==> config.mk <==
export PLATFORM = sky130hd
export DESIGN_NAME = pcxrle_decoder_core
export DESIGN_NICKNAME = d
export VERILOG_FILES = /design/src/hw/rtl/pcxrle_pkg.sv /design/src/hw/rtl/pcxrle_decoder_core.sv
export SDC_FILE = /design/constraint.sdc
export NUM_CORES = 1
export LEC_CHECK = 0
export BUFFER_PORTS_ARGS = -buffer_cell sky130_fd_sc_hd__buf_4
export CORE_ASPECT_RATIO = 1.25
export CORE_MARGIN = 8
export CORE_UTILIZATION = 50
export CTS_CLUSTER_DIAMETER = 60
export DETAILED_ROUTE_END_ITERATION = 8
export PLACE_DENSITY = 0.86
export SETUP_SLACK_MARGIN = 0.3
export SYNTH_ARGS = -nofsm -noshare
export SYNTH_HDL_FRONTEND = slang
export SYNTH_SLANG_ARGS = --single-unit
==> constraint.sdc <==
create_clock -name clk -period 8.35 [get_ports clk]
set_input_delay 0.835 -clock clk [delete_from_list [all_inputs] [get_ports clk]]
set_output_delay 0.835 -clock clk [all_outputs]
set_load 0.02 [all_outputs]
==> src/hw/rtl/pcxrle_pkg.sv <==
// ----------------------------------------------------------------------------
// PCX RLE palette decoder package
// Shared constants, command codes, payload structs and internal bus types.
// ----------------------------------------------------------------------------
`timescale 1ns / 1ps
`default_nettype none

package pcxrle_pkg;

  // Row and palette geometry.
  localparam int MAX_ROW_WIDTH = 4096;
  localparam int PALETTE_SIZE  = 256;
  localparam int COL_W         = $clog2(MAX_ROW_WIDTH + 1);
  localparam int PAL_AW        = $clog2(PALETTE_SIZE);
  localparam int ENTRY_W       = 32;
  localparam int WIDTH_REG_W   = 13;
  localparam int RUN_W         = 6;

  localparam logic [WIDTH_REG_W-1:0] ROW_WIDTH_RESET = WIDTH_REG_W'(640);
  localparam logic [7:0]             RUN_TAG_MASK    = 8'hC0;
  localparam logic [RUN_W-1:0]       RUN_ONE         = RUN_W'(1);
  localparam logic [ENTRY_W-1:0]     ENTRY_CLEAR     = 32'h0000_0000;

  // Command codes carried in the command field.
  localparam logic [1:0] CMD_PALETTE   = 2'd0;
  localparam logic [1:0] CMD_DATA      = 2'd1;
  localparam logic [1:0] CMD_ROW_START = 2'd2;

  // Input transaction payload.
  typedef struct packed {
    logic [1:0] command;
    logic [7:0] data_byte;
    logic [7:0] entry_index;
    logic [7:0] entry_red;
    logic [7:0] entry_green;
    logic [7:0] entry_blue;
    logic [7:0] entry_flags;
  } in_item_t;

  // Output transaction payload.
  typedef struct packed {
    logic [11:0] pixel_x;
    logic [7:0]  pixel_red;
    logic [7:0]  pixel_green;
    logic [7:0]  pixel_blue;
    logic        write_enable;
    logic        row_done;
    logic        last_of_item;
  } out_item_t;

  // Palette write request.
  typedef struct packed {
    logic              en;
    logic [PAL_AW-1:0] addr;
    logic [ENTRY_W-1:0] data;
  } pal_wr_t;

  // Palette read request.
  typedef struct packed {
    logic              en;
    logic [PAL_AW-1:0] addr;
  } pal_rd_t;

  // Decoder sequencer states.
  typedef enum logic {
    S_IDLE,
    S_EMIT
  } dec_state_t;

endpackage

`default_nettype wire

==> src/hw/rtl/pcxrle_decoder_core.sv <==
// ----------------------------------------------------------------------------
// PCX RLE decoder core
// Parses run headers and literals, drives the palette RAM and emits pixels.
// ----------------------------------------------------------------------------
`timescale 1ns / 1ps
`default_nettype none

module pcxrle_decoder_core
  import pcxrle_pkg::*;
(
  input  wire logic               clk,
  input  wire logic               rst,
  input  wire logic [COL_W-1:0]   width,
  input  wire logic               item_valid,
  output logic                    item_ready,
  input  wire in_item_t           item,
  output logic                    pixel_valid,
  input  wire logic               pixel_ready,
  output out_item_t               pixel,
  output pal_wr_t                 pal_wr,
  output pal_rd_t                 pal_rd,
  input  wire logic [ENTRY_W-1:0] pal_data
);

  dec_state_t       state, state_next;
  logic [COL_W-1:0] col, col_next;
  logic             run_pending, run_pending_next;
  logic [RUN_W-1:0] run_length, run_length_next;
  logic             row_complete, row_complete_next;
  logic [RUN_W-1:0] count, count_next;
  logic             literal, literal_next;
  logic             out_valid_next;
  out_item_t        pixel_next;

  logic             accept;
  logic             done_now;
  logic [COL_W-1:0] col_inc;
  logic             we;
  logic             last_px;
  logic             load;

  assign item_ready = (state == S_IDLE);
  assign accept     = item_valid && item_ready;
  assign done_now   = row_complete || (col >= width);
  assign col_inc    = col + COL_W'(1);
  assign we         = literal || (pal_data != ENTRY_CLEAR);
  assign last_px    = (count == RUN_ONE) || (col_inc >= width);
  assign load       = (state == S_EMIT) && (!pixel_valid || pixel_ready);

  // Palette writes go straight to the RAM on acceptance.
  always_comb begin
    pal_wr.en   = accept && (item.command == CMD_PALETTE);
    pal_wr.addr = item.entry_index;
    pal_wr.data = {item.entry_flags, item.entry_blue, item.entry_green, item.entry_red};
  end

  // Sequencer next state, palette reads and output register loads.
  always_comb begin
    state_next        = state;
    col_next          = col;
    run_pending_next  = run_pending;
    run_length_next   = run_length;
    row_complete_next = row_complete;
    count_next        = count;
    literal_next      = literal;
    out_valid_next    = pixel_valid && !pixel_ready;
    pixel_next        = pixel;
    pal_rd.en         = 1'b0;
    pal_rd.addr       = item.data_byte;

    unique case (state)
      S_IDLE: begin
        if (accept) begin
          case (item.command)
            CMD_ROW_START: begin
              col_next          = '0;
              run_pending_next  = 1'b0;
              run_length_next   = '0;
              row_complete_next = 1'b0;
            end
            CMD_DATA: begin
              if (done_now) begin
                row_complete_next = 1'b1;
              end else if (run_pending) begin
                run_pending_next = 1'b0;
                run_length_next  = '0;
                if (run_length != '0) begin
                  pal_rd.en    = 1'b1;
                  count_next   = run_length;
                  literal_next = 1'b0;
                  state_next   = S_EMIT;
                end
              end else if ((item.data_byte & RUN_TAG_MASK) == RUN_TAG_MASK) begin
                run_pending_next = 1'b1;
                run_length_next  = item.data_byte[RUN_W-1:0];
              end else begin
                pal_rd.en    = 1'b1;
                count_next   = RUN_ONE;
                literal_next = 1'b1;
                state_next   = S_EMIT;
              end
            end
            default: begin
              // Palette writes are handled above; other codes are ignored.
            end
          endcase
        end
      end
      S_EMIT: begin
        if (load) begin
          out_valid_next           = 1'b1;
          pixel_next.pixel_x       = col[11:0];
          pixel_next.pixel_red     = we ? pal_data[7:0]   : 8'd0;
          pixel_next.pixel_green   = we ? pal_data[15:8]  : 8'd0;
          pixel_next.pixel_blue    = we ? pal_data[23:16] : 8'd0;
          pixel_next.write_enable  = we;
          pixel_next.row_done      = (col_inc == width);
          pixel_next.last_of_item  = last_px;
          col_next                 = col_inc;
          count_next               = count - RUN_ONE;
          if (last_px) begin
            state_next = S_IDLE;
            if (col_inc >= width) begin
              row_complete_next = 1'b1;
            end
          end
        end
      end
      default: begin
        state_next = S_IDLE;
      end
    endcase
  end

  // Control registers.
  always_ff @(posedge clk) begin
    if (rst) begin
      state        <= S_IDLE;
      col          <= '0;
      run_pending  <= 1'b0;
      run_length   <= '0;
      row_complete <= 1'b0;
      count        <= '0;
      literal      <= 1'b0;
      pixel_valid  <= 1'b0;
    end else begin
      state        <= state_next;
      col          <= col_next;
      run_pending  <= run_pending_next;
      run_length   <= run_length_next;
      row_complete <= row_complete_next;
      count        <= count_next;
      literal      <= literal_next;
      pixel_valid  <= out_valid_next;
    end
  end

  // Output payload register.
  always_ff @(posedge clk) begin
    pixel <= pixel_next;
  end

endmodule

`default_nettype wire

==> results.yml <==
logic_synthesis:
  ys_types: 50
  yosysTopAreaCell: "edfxtp_1"
  synth_edf_count: 39
  synth_nets: 533
  yosysWarnings: 0
  synth_top_cells_by_count: "48 x buf_4, 39 x edfxtp_1, 38 x nor2_1"
  yosysTopAreaCellShare_pct: 30.03
  ys_async_sr_fraction_pct: 0
  syn_inst: 404
  synthTopCellsByArea: "edfxtp_1 30%, dfxtp_1 15%, ha_1 9.6%"
  seq_area_frac_synth_pct: 45.43
  synth_area_sq_um: 3900
  syn_area_per_cell_sq_um: 9.653
  yosysMostFrequentCell: "buf_4"
  synthFlopType: "edfxtp_1"
  ys_ff_latch: 69
grt:
  grt_pass1_wl_mm: 15.12
  grtUsageTotal_pct: 17.82
  grt_pass1_vias: 3176
  grt_antenna_before_repair: 0
  grt_remaining_overflow: 0
  grt_max_degree: 50
min_path:
  whs_path_depth: 2
  hp-class: "reg2reg"
  min_to: "row_complete$_SDFFE_PP0P_"
  min_from: "row_complete$_SDFFE_PP0P_"
power_and_ir_drop:
  ir_drop_uv: 84.13
  p_leak_nw: 1.953
  p_per_area_nw_per_um2: 158.6
clocking:
  cts_sinks: 69
  cts_root_buf: "clkbuf_8"
  cts-hold-fix-buffers: 0
  clkTransAtPathRegs_ns: 0.07
  cts_made_buffers: 9
  h-tree-depth: 3
  cts-resized-gates: 0
  cts_max_path_buffers: 2
  cts_tree: "yes"
  cts_setup_buffers: 0
  clk_latency_ns: 0.35
worst_setup_path:
  reg2reg_slack_ns: 5.15
  timing.rr.start: "col[3]$_SDFFE_PP0P_"
  timing.rr.end: "state$_SDFF_PP0_"
  worstSetupStartpointType: "primary input"
  cp_max_fo: 5
  crit_path_end_kind: "primary output"
  critPathRequiredTime_ns: 7.52
  crit_type: "in2out"
  reg2reg_depth: 13
  critPathArrivalTime_ns: 2.61
detailed_routing:
  drt_iter0_drc: 209
  totalWireLength_mm: 9.684
  routed_via_density: 5.579
  drcViolationCount: 0
  num_vias: 3035
  drt_first_pass_iters: 4
  wl_per_cell_um: 17.80
  ant_nets: 0
finish:
  final_nets: 573
  num_antenna_cells: 0
  syn2layout_area_growth_pct: 16.52
  final_area_sq_um: 4544
  drive_gt1_share_pct: 29.18
floorplan:
  die-height_um: 114.7
  start_util_pct: 50.63
  core_area_sq_um: 7702
  dieArea_sq_um: 10900
  num_rows: 36
  boundaryPins: 190
  die_w_um: 95.00
placed_design:
  place_hpwl_mm: 7.577
  place_area_sq_um: 4360
  io_buffer_count: 109
  gp_congestion: 0.8856
timing:
  slew_violations: 0
  finalClockSkew_ns: 0.003430
  worst_pin_slew_ns: 0.8806
  finalSetupTns_ns: 0
  fin_crit_sh_pct: 41.31
  setup_violations: 0
  min_period_ns: 3.449
  maxSlewHeadroom_pct: 41.08
  hold_violations: 0
  rsz0062_at_grt: "no"
  fmax_mhz: 289.9
job:
  drv_cap: 0
outcome:
  status: "complete, no violations"
power by group:
part / internal (mW) / switching (mW)
Combinational: 0.0415 / 0.0491
Clock: 0.136 / 0.122
Sequential: 0.367 / 0.00491
how the worst max path moves through the flow:
| stage | cells past startpoint | end | slack, ns | startpoint |
|---|---|---|---|---|
| after floorplan | 6 | pal_rd[8] | 5.22 | width[10] |
| after global placement | 8 | pal_rd[8] | 4.92 | width[10] |
| after detailed placement | 8 | pal_rd[8] | 4.90 | width[10] |
| after CTS | 8 | pal_rd[8] | 4.89 | width[10] |
| after global routing | 13 | state$_SDFF_PP0_ | 4.82 | col[0]$_SDFFE_PP0P_ |
| final | 8 | pal_rd[8] | 4.90 | width[10] |
stage by stage:
step / hold slack (ns) / util, % / power (mW) / setup slack (ns) / std cells
5_1_grt: 0.4966 / 59.00 / 0.7482 / 4.824 / 544
6_report: 0.4716 / 59.00 / 0.7206 / 4.901 / 544
4_1_cts: 0.4752 / 59.00 / 0.7268 / 4.895 / 544
2_1_floorplan: 0.4225 / - / 0.4580 / 5.215 / 404
3_3_place_gp: 0.4476 / 56.61 / 0.4663 / 4.917 / 528
3_5_place_dp: 0.4641 / 56.61 / 0.4702 / 4.900 / 528
registers in the layout, summed over array words and instances (netlist names):
signal	flops
run_length	6
pixel_valid	1
state	1
count	6
run_pending	1
literal	1
row_complete	1
col	13
pixel	39
layout make-up:
type,instances,area (sq um)
Timing Repair Buffer,110,825.8
Clock buffer,11,131.4
Inverter,21,78.83
Clock inverter,5,52.55
Multi-Input combinational cell,233,1565
Fill cell,656,3158
Tap cell,95,118.9
Sequential cell,69,1772
critical path, stage by stage:
cell	delay, ns
buf_4	0.11
inv_1	0.08
ha_1	0.25
a211oi_1	0.22
o21ai_1	0.15
or4b_4	0.54
nor2_2	0.22
buf_4	0.20
cell families after synthesis:
family | Yosys count | share of synthesized area, %
flip-flops | 69 | 45.43
multiplexers | 2 | 0.5133
XOR/XNOR | 11 | 2.470
adder cells (fa/ha/maj) | 30 | 9.625
AND/OR/NAND/NOR | 116 | 15.08
buffers and inverters | 102 | 14.44
AO/OA/AOI/OAI | 74 | 12.45
per-layer routing:
metal	GRT usage (%)	share of wire [%]	up-vias
li1	-	-	1450
met2	30.11	50	129
met5	0	0	-
met4	14.09	5.3	0
met1	18.15	36	1400
met3	4.703	9.1	56
placed cells by master (no fill, tap or decap), drive strengths merged, types with 3 or more instances in the layout:
| cell type | count |
|---|---|
| a32o | 3 |
| buf | 110 |
| xnor2 | 6 |
| xor2 | 5 |
| nand2 | 20 |
| nor4 | 11 |
| edfxtp | 39 |
| nand3 | 7 |
| and3 | 4 |
| a22oi | 6 |
| a22o | 6 |
| ha | 30 |
| nor3 | 9 |
| dfxtp | 30 |
| clkbuf | 11 |
| nand2b | 9 |
| nand4 | 5 |
| clkinv | 3 |
| a211oi | 4 |
| nor2 | 39 |
| a21oi | 27 |
| o21ai | 15 |
| inv | 20 |
Note: power is estimated with default switching activity, not from simulation.
